--- src/rtl/slcd_pkg.sv ---
`default_nettype none
package slcd_pkg;

  localparam logic [7:0] SYNC_BYTE = 8'hFC;
  localparam logic [8:0] LEN_OFFSET = 9'd6;
  localparam logic [4:0] MAX_FRAME = 5'd22;
  localparam logic [4:0] LEN_POS = 5'd5;
  localparam logic [4:0] CMD_POS = 5'd1;
  localparam logic [4:0] INFO_POS = 5'd5;
  localparam logic [7:0] CMD_LINK_A = 8'h7A;
  localparam logic [7:0] CMD_LINK_B = 8'h7B;
  localparam logic [15:0] TIMEOUT_RESET = 16'd120;
  localparam logic [15:0] IDLE_MAX = 16'hFFFF;

  localparam logic [1:0] MODE_BYTE = 2'd0;
  localparam logic [1:0] MODE_TICK = 2'd1;
  localparam logic [1:0] MODE_CLEAR = 2'd2;

  localparam logic [2:0] ST_GOOD = 3'd0;
  localparam logic [2:0] ST_CHECKSUM = 3'd1;
  localparam logic [2:0] ST_LENGTH = 3'd2;
  localparam logic [2:0] ST_OVERFLOW = 3'd3;
  localparam logic [2:0] ST_TIMEOUT = 3'd4;

  typedef struct packed {
    logic [1:0] mode;
    logic [7:0] rx_byte;
  } item_t;

  typedef struct packed {
    logic [2:0]  frame_status;
    logic [7:0]  command_code;
    logic [4:0]  frame_length;
    logic [7:0]  sixth_byte;
    logic        link_up;
    logic [31:0] frames_seen;
    logic [31:0] errors_seen;
  } result_t;

endpackage
`default_nettype wire

--- src/rtl/slcd_in_reg.sv ---
`default_nettype none
module slcd_in_reg (
  input  wire logic            clk,
  input  wire logic            rst,
  input  wire logic            in_valid,
  output logic                 in_ready,
  input  wire slcd_pkg::item_t in_item,
  output logic                 item_valid,
  output slcd_pkg::item_t      item,
  input  wire logic            down_ready
);

  logic            valid;
  slcd_pkg::item_t data;

  // stage empties or drains in the same cycle
  assign in_ready = !valid || down_ready;
  assign item_valid = valid;
  assign item = data;

  always_ff @(posedge clk) begin
    if (rst) begin
      valid <= 1'b0;
    end else if (in_ready) begin
      valid <= in_valid;
    end
  end

  always_ff @(posedge clk) begin
    if (in_valid && in_ready) begin
      data <= in_item;
    end
  end

endmodule
`default_nettype wire

--- src/rtl/slcd_core.sv ---
`default_nettype none
module slcd_core (
  input  wire logic            clk,
  input  wire logic            rst,
  input  wire logic            cfg_write_en,
  input  wire logic [15:0]     cfg_write_data,
  input  wire logic            item_valid,
  input  wire slcd_pkg::item_t item,
  input  wire logic            res_ready,
  output logic                 res_valid,
  output slcd_pkg::result_t    res
);

  logic [15:0] timeout_ticks;
  logic [4:0]  byte_index, byte_index_next;
  logic [4:0]  expected_length, expected_length_next;
  logic [7:0]  running_sum, running_sum_next;
  logic [7:0]  command_reg, command_reg_next;
  logic [7:0]  info_reg, info_reg_next;
  logic [15:0] idle_ticks, idle_ticks_next;
  logic        connected, connected_next;
  logic [31:0] frame_count, frame_count_next;
  logic [31:0] error_count, error_count_next;
  logic        go;
  logic        emit;
  logic [2:0]  status;
  logic [4:0]  length;

  assign go = item_valid && res_ready;

  always_comb begin
    logic [15:0] idle_inc;
    logic [4:0]  idx_new;
    logic [7:0]  sum_cur;
    logic [7:0]  cmd_new;
    logic [7:0]  info_new;
    logic [4:0]  exp_w;
    logic [8:0]  want_len;
    logic [7:0]  want_sum;
    logic        abort;

    byte_index_next = byte_index;
    expected_length_next = expected_length;
    running_sum_next = running_sum;
    command_reg_next = command_reg;
    info_reg_next = info_reg;
    idle_ticks_next = idle_ticks;
    connected_next = connected;
    frame_count_next = frame_count;
    error_count_next = error_count;
    emit = 1'b0;
    status = slcd_pkg::ST_GOOD;
    length = byte_index;
    abort = 1'b0;
    idle_inc = (idle_ticks == slcd_pkg::IDLE_MAX) ? idle_ticks : idle_ticks + 16'd1;
    idx_new = byte_index + 5'd1;
    // a sync byte with no frame open starts from a clean frame
    sum_cur = (byte_index == 5'd0) ? 8'd0 : running_sum;
    cmd_new = (byte_index == slcd_pkg::CMD_POS) ? item.rx_byte
            : (byte_index == 5'd0) ? 8'd0 : command_reg;
    info_new = (byte_index == slcd_pkg::INFO_POS) ? item.rx_byte
             : (byte_index == 5'd0) ? 8'd0 : info_reg;
    exp_w = (byte_index == slcd_pkg::CMD_POS || byte_index == 5'd0) ? 5'd0
          : expected_length;
    want_len = {1'b0, item.rx_byte} + slcd_pkg::LEN_OFFSET;
    want_sum = slcd_pkg::SYNC_BYTE - sum_cur;

    unique case (item.mode)
      slcd_pkg::MODE_CLEAR: begin
        connected_next = 1'b0;
        abort = 1'b1;
      end
      slcd_pkg::MODE_TICK: begin
        if (byte_index != 5'd0) begin
          if (idle_inc >= timeout_ticks) begin
            error_count_next = error_count + 32'd1;
            emit = 1'b1;
            status = slcd_pkg::ST_TIMEOUT;
            length = byte_index;
            abort = 1'b1;
          end else begin
            idle_ticks_next = idle_inc;
          end
        end
      end
      slcd_pkg::MODE_BYTE: begin
        if (byte_index != 5'd0 || item.rx_byte == slcd_pkg::SYNC_BYTE) begin
          byte_index_next = idx_new;
          running_sum_next = sum_cur + item.rx_byte;
          command_reg_next = cmd_new;
          info_reg_next = info_new;
          idle_ticks_next = 16'd0;
          length = idx_new;
          if (idx_new == slcd_pkg::LEN_POS && exp_w == 5'd0
              && want_len <= {4'd0, slcd_pkg::MAX_FRAME}) begin
            exp_w = want_len[4:0];
          end
          expected_length_next = exp_w;
          priority if (idx_new == slcd_pkg::LEN_POS && exp_w == 5'd0) begin
            // length byte out of range
            error_count_next = error_count + 32'd1;
            emit = 1'b1;
            status = slcd_pkg::ST_LENGTH;
            abort = 1'b1;
          end else if (exp_w != 5'd0 && idx_new >= exp_w) begin
            frame_count_next = frame_count + 32'd1;
            emit = 1'b1;
            abort = 1'b1;
            if (item.rx_byte != want_sum) begin
              error_count_next = error_count + 32'd1;
              status = slcd_pkg::ST_CHECKSUM;
            end else begin
              status = slcd_pkg::ST_GOOD;
              if (cmd_new == slcd_pkg::CMD_LINK_A || cmd_new == slcd_pkg::CMD_LINK_B) begin
                connected_next = 1'b1;
              end
            end
          end else if (idx_new >= slcd_pkg::MAX_FRAME) begin
            // guard only, a legal length always completes first
            error_count_next = error_count + 32'd1;
            emit = 1'b1;
            status = slcd_pkg::ST_OVERFLOW;
            abort = 1'b1;
          end else begin
            emit = 1'b0;
          end
        end
      end
      default: begin
        emit = 1'b0;
      end
    endcase

    res.frame_status = status;
    res.command_code = command_reg_next;
    res.frame_length = length;
    res.sixth_byte = info_reg_next;
    res.link_up = connected_next;
    res.frames_seen = frame_count_next;
    res.errors_seen = error_count_next;

    if (abort) begin
      byte_index_next = 5'd0;
      expected_length_next = 5'd0;
      running_sum_next = 8'd0;
      command_reg_next = 8'd0;
      info_reg_next = 8'd0;
      idle_ticks_next = 16'd0;
    end
  end

  assign res_valid = go && emit;

  always_ff @(posedge clk) begin
    if (rst) begin
      timeout_ticks <= slcd_pkg::TIMEOUT_RESET;
    end else if (cfg_write_en) begin
      timeout_ticks <= cfg_write_data;
    end
  end

  always_ff @(posedge clk) begin
    if (rst) begin
      byte_index <= 5'd0;
      expected_length <= 5'd0;
      running_sum <= 8'd0;
      command_reg <= 8'd0;
      info_reg <= 8'd0;
      idle_ticks <= 16'd0;
      connected <= 1'b0;
      frame_count <= 32'd0;
      error_count <= 32'd0;
    end else if (go) begin
      byte_index <= byte_index_next;
      expected_length <= expected_length_next;
      running_sum <= running_sum_next;
      command_reg <= command_reg_next;
      info_reg <= info_reg_next;
      idle_ticks <= idle_ticks_next;
      connected <= connected_next;
      frame_count <= frame_count_next;
      error_count <= error_count_next;
    end
  end

endmodule
`default_nettype wire

--- src/rtl/slcd_out_reg.sv ---
`default_nettype none
module slcd_out_reg (
  input  wire logic              clk,
  input  wire logic              rst,
  input  wire logic              res_valid,
  input  wire slcd_pkg::result_t res,
  output logic                   res_ready,
  output logic                   out_valid,
  output slcd_pkg::result_t      out_res,
  input  wire logic              out_ready
);

  logic              valid;
  slcd_pkg::result_t data;

  assign res_ready = !valid || out_ready;
  assign out_valid = valid;
  assign out_res = data;

  always_ff @(posedge clk) begin
    if (rst) begin
      valid <= 1'b0;
    end else if (res_ready) begin
      valid <= res_valid;
    end
  end

  always_ff @(posedge clk) begin
    if (res_valid && res_ready) begin
      data <= res;
    end
  end

endmodule
`default_nettype wire

--- src/rtl/sync_length_checksum_deframer_top.sv ---
// Deframer for a byte stream with a sync byte, a length field and a checksum.
// Input channel (in_valid/in_ready) carries one event per transaction: mode 0
// is a received byte in rx_byte, mode 1 a one-millisecond tick, mode 2 drops
// the link flag and any partial frame. Output channel (out_valid/out_ready)
// gives one transaction per frame event: completed frame, checksum, length,
// overflow or timeout error, with the running frame and error counters.
// Events that end nothing produce no output transaction.
// One transaction is accepted every cycle while in_ready is high; an accepted
// event is captured in the input register, processed by the core logic, and
// its result is captured in the result register, from which it is presented.
// The state update is a single pass of logic per event.
// When the receiver stalls, the result register holds its transaction and the
// input register fills, after which in_ready drops until out_ready returns.
// cfg_write_en/cfg_write_data load the idle timeout in ticks; write it only
// while no transaction is in flight.
// Synchronous reset clears the frame state, the link flag, both counters and
// sets the timeout to 120 ticks.
`default_nettype none
module sync_length_checksum_deframer_top (
  input  wire logic        clk,
  input  wire logic        rst,
  input  wire logic        cfg_write_en,
  input  wire logic [15:0] cfg_write_data,
  input  wire logic        in_valid,
  output logic             in_ready,
  input  wire logic [1:0]  mode,
  input  wire logic [7:0]  rx_byte,
  output logic             out_valid,
  input  wire logic        out_ready,
  output logic [2:0]       frame_status,
  output logic [7:0]       command_code,
  output logic [4:0]       frame_length,
  output logic [7:0]       sixth_byte,
  output logic             link_up,
  output logic [31:0]      frames_seen,
  output logic [31:0]      errors_seen
);

  slcd_pkg::item_t   in_item;
  slcd_pkg::item_t   item;
  logic              item_valid;
  logic              res_valid;
  logic              res_ready;
  slcd_pkg::result_t res;
  slcd_pkg::result_t out_res;

  assign in_item.mode = mode;
  assign in_item.rx_byte = rx_byte;

  slcd_in_reg u_in_reg (
    .clk        (clk),
    .rst        (rst),
    .in_valid   (in_valid),
    .in_ready   (in_ready),
    .in_item    (in_item),
    .item_valid (item_valid),
    .item       (item),
    .down_ready (res_ready)
  );

  slcd_core u_core (
    .clk            (clk),
    .rst            (rst),
    .cfg_write_en   (cfg_write_en),
    .cfg_write_data (cfg_write_data),
    .item_valid     (item_valid),
    .item           (item),
    .res_ready      (res_ready),
    .res_valid      (res_valid),
    .res            (res)
  );

  slcd_out_reg u_out_reg (
    .clk       (clk),
    .rst       (rst),
    .res_valid (res_valid),
    .res       (res),
    .res_ready (res_ready),
    .out_valid (out_valid),
    .out_res   (out_res),
    .out_ready (out_ready)
  );

  assign frame_status = out_res.frame_status;
  assign command_code = out_res.command_code;
  assign frame_length = out_res.frame_length;
  assign sixth_byte = out_res.sixth_byte;
  assign link_up = out_res.link_up;
  assign frames_seen = out_res.frames_seen;
  assign errors_seen = out_res.errors_seen;

endmodule
`default_nettype wire

--- config.mk ---
export PLATFORM = sky130hd
export DESIGN_NAME = sync_length_checksum_deframer_top
export DESIGN_NICKNAME = d
export VERILOG_FILES = /design/src/rtl/slcd_pkg.sv /design/src/rtl/slcd_in_reg.sv /design/src/rtl/slcd_core.sv /design/src/rtl/slcd_out_reg.sv /design/src/rtl/sync_length_checksum_deframer_top.sv
export SDC_FILE = /design/constraint.sdc
export NUM_CORES = 1
export LEC_CHECK = 0
export BUFFER_PORTS_ARGS = -buffer_cell sky130_fd_sc_hd__buf_4
export CAP_MARGIN = 30
export CORE_ASPECT_RATIO = 1.1
export CORE_MARGIN = 3
export CORE_UTILIZATION = 38
export DETAILED_ROUTE_END_ITERATION = 8
export MAX_ROUTING_LAYER = met4
export SYNTH_ARGS = -nofsm -noshare
export SYNTH_HDL_FRONTEND = slang
export SYNTH_HIERARCHICAL = 1
export SYNTH_SLANG_ARGS = --single-unit
--- constraint.sdc ---
create_clock -name clk -period 6 [get_ports clk]
set_clock_uncertainty 0.1 [all_clocks]
set_input_delay 0.6 -clock clk [delete_from_list [all_inputs] [get_ports clk]]
set_output_delay 0.6 -clock clk [all_outputs]
set_load 0.005 [all_outputs]
# Word level (Yosys, flattened, before mapping)
# Cells that the tools add are included.
# W data, S select, Z words.
# totals
out_inout_bits,91
regBits,232
ram_bits,0
rom_bits,0
latchBits,0
mem_count,0
elab_cells,135
# op_classes
div_mod_pow,0
bitwise_logic,0
n_addsub,7
mux,64
shift,0
order_cmp,4
n_reduce_logical,26
n_eq_ne,13
mul,0
# ops
cell,count
$mux W32,11
$mux W8,14
$mux W16,5
$add A32 B1 Y32 const B,2
$pmux W32 S2,1
$mux W5,10
$pmux W16 S2,1
$add A16 B1 Y16 const B,1
$eq A16 B16 Y1 const B,1
$eq A8 B7 Y1 const B,2
$ge A16 B16 Y1,1
$logic_not A5 Y1,3
$mux W3,5
$mux W1,12
$eq A5 B3 Y1 const B,2
$reduce_bool A5 Y1,2
$add A8 B3 Y9 const B,1
$le A9 B5 Y1 const B,1
$add A8 B8 Y8,1
$eq A8 B8 Y1 const B,1
$logic_and A1 B1 Y1,8
$ne A8 B8 Y1,1
$sub A8 B8 Y8 const A,1
$ne A3 B1 Y1 const B,2
18 further kinds,25

# Logic depth before layout (Yosys ltp)
# depth
depth_word,17
depth_mapped,21
depth_no_buf,18

# Cells and area by module
# Netlist, hierarchy kept.
# by_module_without_submodules
mod,seq_area_each_um2,instances,area_each_um2,cells_each
slcd_core,2622.5,1,8953.6,1125
slcd_out_reg,2692.6,1,2727.6,94
slcd_in_reg,320.3,1,355.3,15

# Worst setup path before layout
# Ideal clock, no wire load.
# synth_timing
path_type,register -> register
from,"register u_in_reg.data, in the netlist u_in_reg/item[1]"
to,"register u_out_reg.data, in the netlist u_out_reg/out_res[0] (enable)"
required_time_ns,5.515
setup_time_ns,0.385
stages_incl_launch_ff,20
period_less_slack_ns,4.653
path_buffers,2
arrival_ns,4.168
setup_slack_ns,1.347
path_cell_list,edfxtp_1 -> buf_2 -> inv_1 -> ha_1 -> o31a_1 -> o41ai_1 -> nand2_1 -> nor2_1 -> nand2_1 -> nor2_1 -> a22o_1 -> inv_1 -> ha_1 -> o21ai_0 -> o21ai_0 -> and2_1 -> clkbuf_1 -> o311ai_0 -> a21oi_1 -> and2_4
# synth_via
elab_chain_len,14
# synth_rtl
item,line_no,text
from (decl),slcd_in_reg.sv:14,slcd_pkg::item_t data;
from (signal assigned),slcd_in_reg.sv:31,data <= in_item;
$add A8 B3 Y9,slcd_core.sv:65,"want_len = {1'b0, item.rx_byte} + slcd_pkg::LEN_OFFSET;"
$le A9 B5 Y1,slcd_core.sv:95,"&& want_len <= {4'd0, slcd_pkg::MAX_FRAME}) begin"
$logic_and A1 B1 Y1,slcd_core.sv:95,
$mux W5,slcd_core.sv:94,if (idx_new == slcd_pkg::LEN_POS && exp_w == 5'd0
$mux W5,slcd_core.sv:87,if (byte_index != 5'd0 || item.rx_byte == slcd_pkg::SYNC_BYTE) begin
$mux W5,slcd_core.sv:68,unique case (item.mode)
$ge A5 B5 Y1 / $reduce_bool A5 Y1 (equally long branches),slcd_core.sv:105,end else if (exp_w != 5'd0 && idx_new >= exp_w) begin
$logic_and A1 B1 Y1,slcd_core.sv:105,
$mux W1,slcd_core.sv:105,
$mux W1,slcd_core.sv:99,priority if (idx_new == slcd_pkg::LEN_POS && exp_w == 5'd0) begin
$mux W1 (*),slcd_core.sv:87,
$pmux W1 S2 (*),slcd_core.sv:68,
$logic_and A1 B1 Y1 (*),slcd_core.sv:152,assign res_valid = go && emit;
net res_valid,sync_length_checksum_deframer_top.sv:42,logic res_valid;
$logic_and A1 B1 Y1 (*),slcd_out_reg.sv:29,if (res_valid && res_ready) begin
to (signal assigned),slcd_out_reg.sv:30,data <= res;
to (decl),slcd_out_reg.sv:14,slcd_pkg::result_t data;
# Mark *: on every way through the listed nets, which the timed path passes. The rest lies on a longest branch. The select of a mux whose other input is x is not followed.
# A chain may end at the register's enable or synchronous reset.

==> impl_metrics.json <==
{
  "outcome": "completed",
  "num_vias": 9523,
  "die_h_um": 193,
  "yosys.area.top_type": "edfxtp_1",
  "syn_area_mm2": 0.0120,
  "critical_path_buf_inv_count": 2,
  "min_path_type": "input port to flop",
  "cts_root_buf": "clkbuf_16",
  "p_leak_nw": 5.23,
  "layout_common_cells": "buf_4 (135), dfxtp_1 (133), nor2_1 (108)",
  "power.density_mw_per_mm2": 245,
  "first_iter_violations": 640,
  "coreArea_mm2": 0.0308,
  "yosys-mux-area-fraction": 0.0172,
  "max_stage_delay_ns": 0.65,
  "cts_tree": "done",
  "clockBufferDepth": 3,
  "firstDrtPassIters": 7,
  "syn_area_per_cell_um2": 9.75,
  "synth_xor_area_frac": 0.0848,
  "synth_adder_area_share": 0.0401,
  "synth.distinct_cells": 74,
  "final_common_cell": "buf_4",
  "place.gp.congestion": 0.860,
  "die_x_um": 176,
  "clk_latency_ns": 0.53,
  "fin_nets": 1400,
  "ant_nets": 0,
  "largest_reg_flops": 89,
  "portBuffers": 121,
  "htreeDepth": 1,
  "ios": 122,
  "syn_to_final_growth_pct": 18.7,
  "drv_slew": 0,
  "max_clock_freq_mhz": 198,
  "grt_overflow": 0,
  "path_delay_family": "compound AO/OA/AOI/OAI gates",
  "cp_common_cell": "o21ai_0",
  "ys.warnings.count": 6,
  "synth_compound_area_frac": 0.170,
  "postSynthNetCount": 1303,
  "slew_headroom": 0.309,
  "grt_usage": 0.172,
  "peakVddDrop_v": 0.000182,
  "wl_mm": 29.2,
  "r2r_slack_ns": 0.94,
  "synthArstFlopShare": 0,
  "setup_violations": 0,
  "wl_per_cell_um": 16.5,
  "synth_edf_count": 99,
  "place_ws_ns": 0.997,
  "n_antenna_cell": 0,
  "numCtsBuffers": 27,
  "grt_pass1_vias": 9151,
  "grt_setup_unrepaired": "false",
  "cts_sinks": 232,
  "start_util": 0.390,
  "worstSetupStartpointType": "flop",
  "critPathCaptureType": "flop",
  "hold_viol": 0,
  "synthCells": 1234,
  "drive_gt1_frac": 0.155,
  "synth_simple_gate_area_frac": 0.178,
  "rows": 67,
  "drc": 0,
  "grt_pass1_wl_mm": 46.8,
  "cp.arrival_ns": 5.21,
  "critPathSlowestCell": "edfxtp_1",
  "crit_type": "flop to flop",
  "fin_ws_ns": 0.939,
  "synth_top_area_frac": 0.247,
  "ys.flop_type": "dfxtp_1",
  "drv_cap": 0,
  "grt_antenna_before_repair": 0,
  "cts_hold_buf": 0,
  "synthTopCellsByArea": "edfxtp_1 (25%), dfxtp_1 (22%), a22o_1 (4.1%)",
  "path_max_fanout": 14,
  "crit_chain": "inv_1 -> ha_1 -> o31a_1 -> o41ai_1 -> nand2_1 -> nor2_1 -> nand2_1 -> nor2_1 -> a22o_1 -> inv_1 -> ha_1 -> o21ai_0 -> o21ai_0 -> nand3_1 -> a2111oi_0 -> o21ai_0 -> a21oi_1 -> o21ai_0",
  "whs_ns": 0.147,
  "seq_area_frac_synth": 0.468,
  "timing.final.crit_share": 0.843,
  "grt_max_degree": 71,
  "postCtsResizedCells": 0,
  "post_cts_buffers": 0,
  "min_period_ns": 5.06,
  "routed_via_density": 5.40,
  "dp_hpwl_mm": 20.2,
  "worst_pin_slew_ns": 1.03,
  "dieArea_mm2": 0.0338,
  "setup_tns_ns": 0,
  "synth_seq_cells": 232,
  "synth_top_family_by_area": "simple AND/OR/NAND/NOR gates",
  "cp.required_ns": 6.14,
  "path_clk_slew_ns": 0.06
}
routing by layer:
layer / share of wire / GRT usage / up-vias / wire length, um
met5: 0 / - / - / 0
met4: 0.021 / 0.0466 / 0 / 611
met3: 0.044 / 0.0242 / 42 / 1280
met1: 0.46 / 0.221 / 4545 / 13500
li1: - / - / 4747 / -
met2: 0.47 / 0.286 / 189 / 13800
stage by stage:
step	cells	power, mW	util	area (um^2)
after floorplan	1234	1.78	-	12000
after global placement	1716	1.82	0.433	13300
after detailed placement	1716	1.83	0.433	13300
after CTS	1765	3.55	0.463	14300
after global routing	1765	3.63	0.463	14300
final	1765	3.50	0.463	14300
power by group:
part	switching, mW	internal [mW]
clock network	0.638	1.07
registers	0.0218	1.65
logic	0.0745	0.0465
total	0.735	2.76
logic make-up after synthesis:
logic type / count (synthesis)
fa+ha+maj: 38
compound gates: 294
mux: 20
flops: 232
xor+xnor: 115
buf+inv: 122
simple gates: 413
Yosys cell counts, types with 21 or more instances:
| master | instances |
|---|---|
| o21ai_0 | 36 |
| edfxtp_1 | 99 |
| xor2_1 | 57 |
| nand3_1 | 42 |
| nor4_1 | 21 |
| a22o_1 | 57 |
| dfxtp_1 | 133 |
| nor3_1 | 28 |
| and3_1 | 21 |
| xnor2_1 | 57 |
| o31ai_1 | 32 |
| ha_1 | 37 |
| nand2_1 | 71 |
| clkbuf_1 | 49 |
| nor2_1 | 108 |
| a21oi_1 | 85 |
| inv_1 | 52 |
cell type report:
class                      instances  area (um^2)
tap                              414          518
clock buffer                      39          781
clock inverter                    10          156
multi-input combinational        880         5930
fill                            2962        16600
inverter                          52          195
timing repair buffer             138         1070
sequential                       232         5640
worst paths after layout:
check / from / to / cells past startpoint
worst max-delay path: u_in_reg/item[1] / u_out_reg/out_res[1] / 18
worst max register to register: u_in_reg/item[1] / u_out_reg/out_res[1] / 18
worst min register to register: u_core/info_reg[6] / u_core/info_reg[6] / 1
worst min-delay path: rx_byte[1] / u_in_reg/item[1] / 1
No activity file was read; power rests on OpenSTA's default activity.
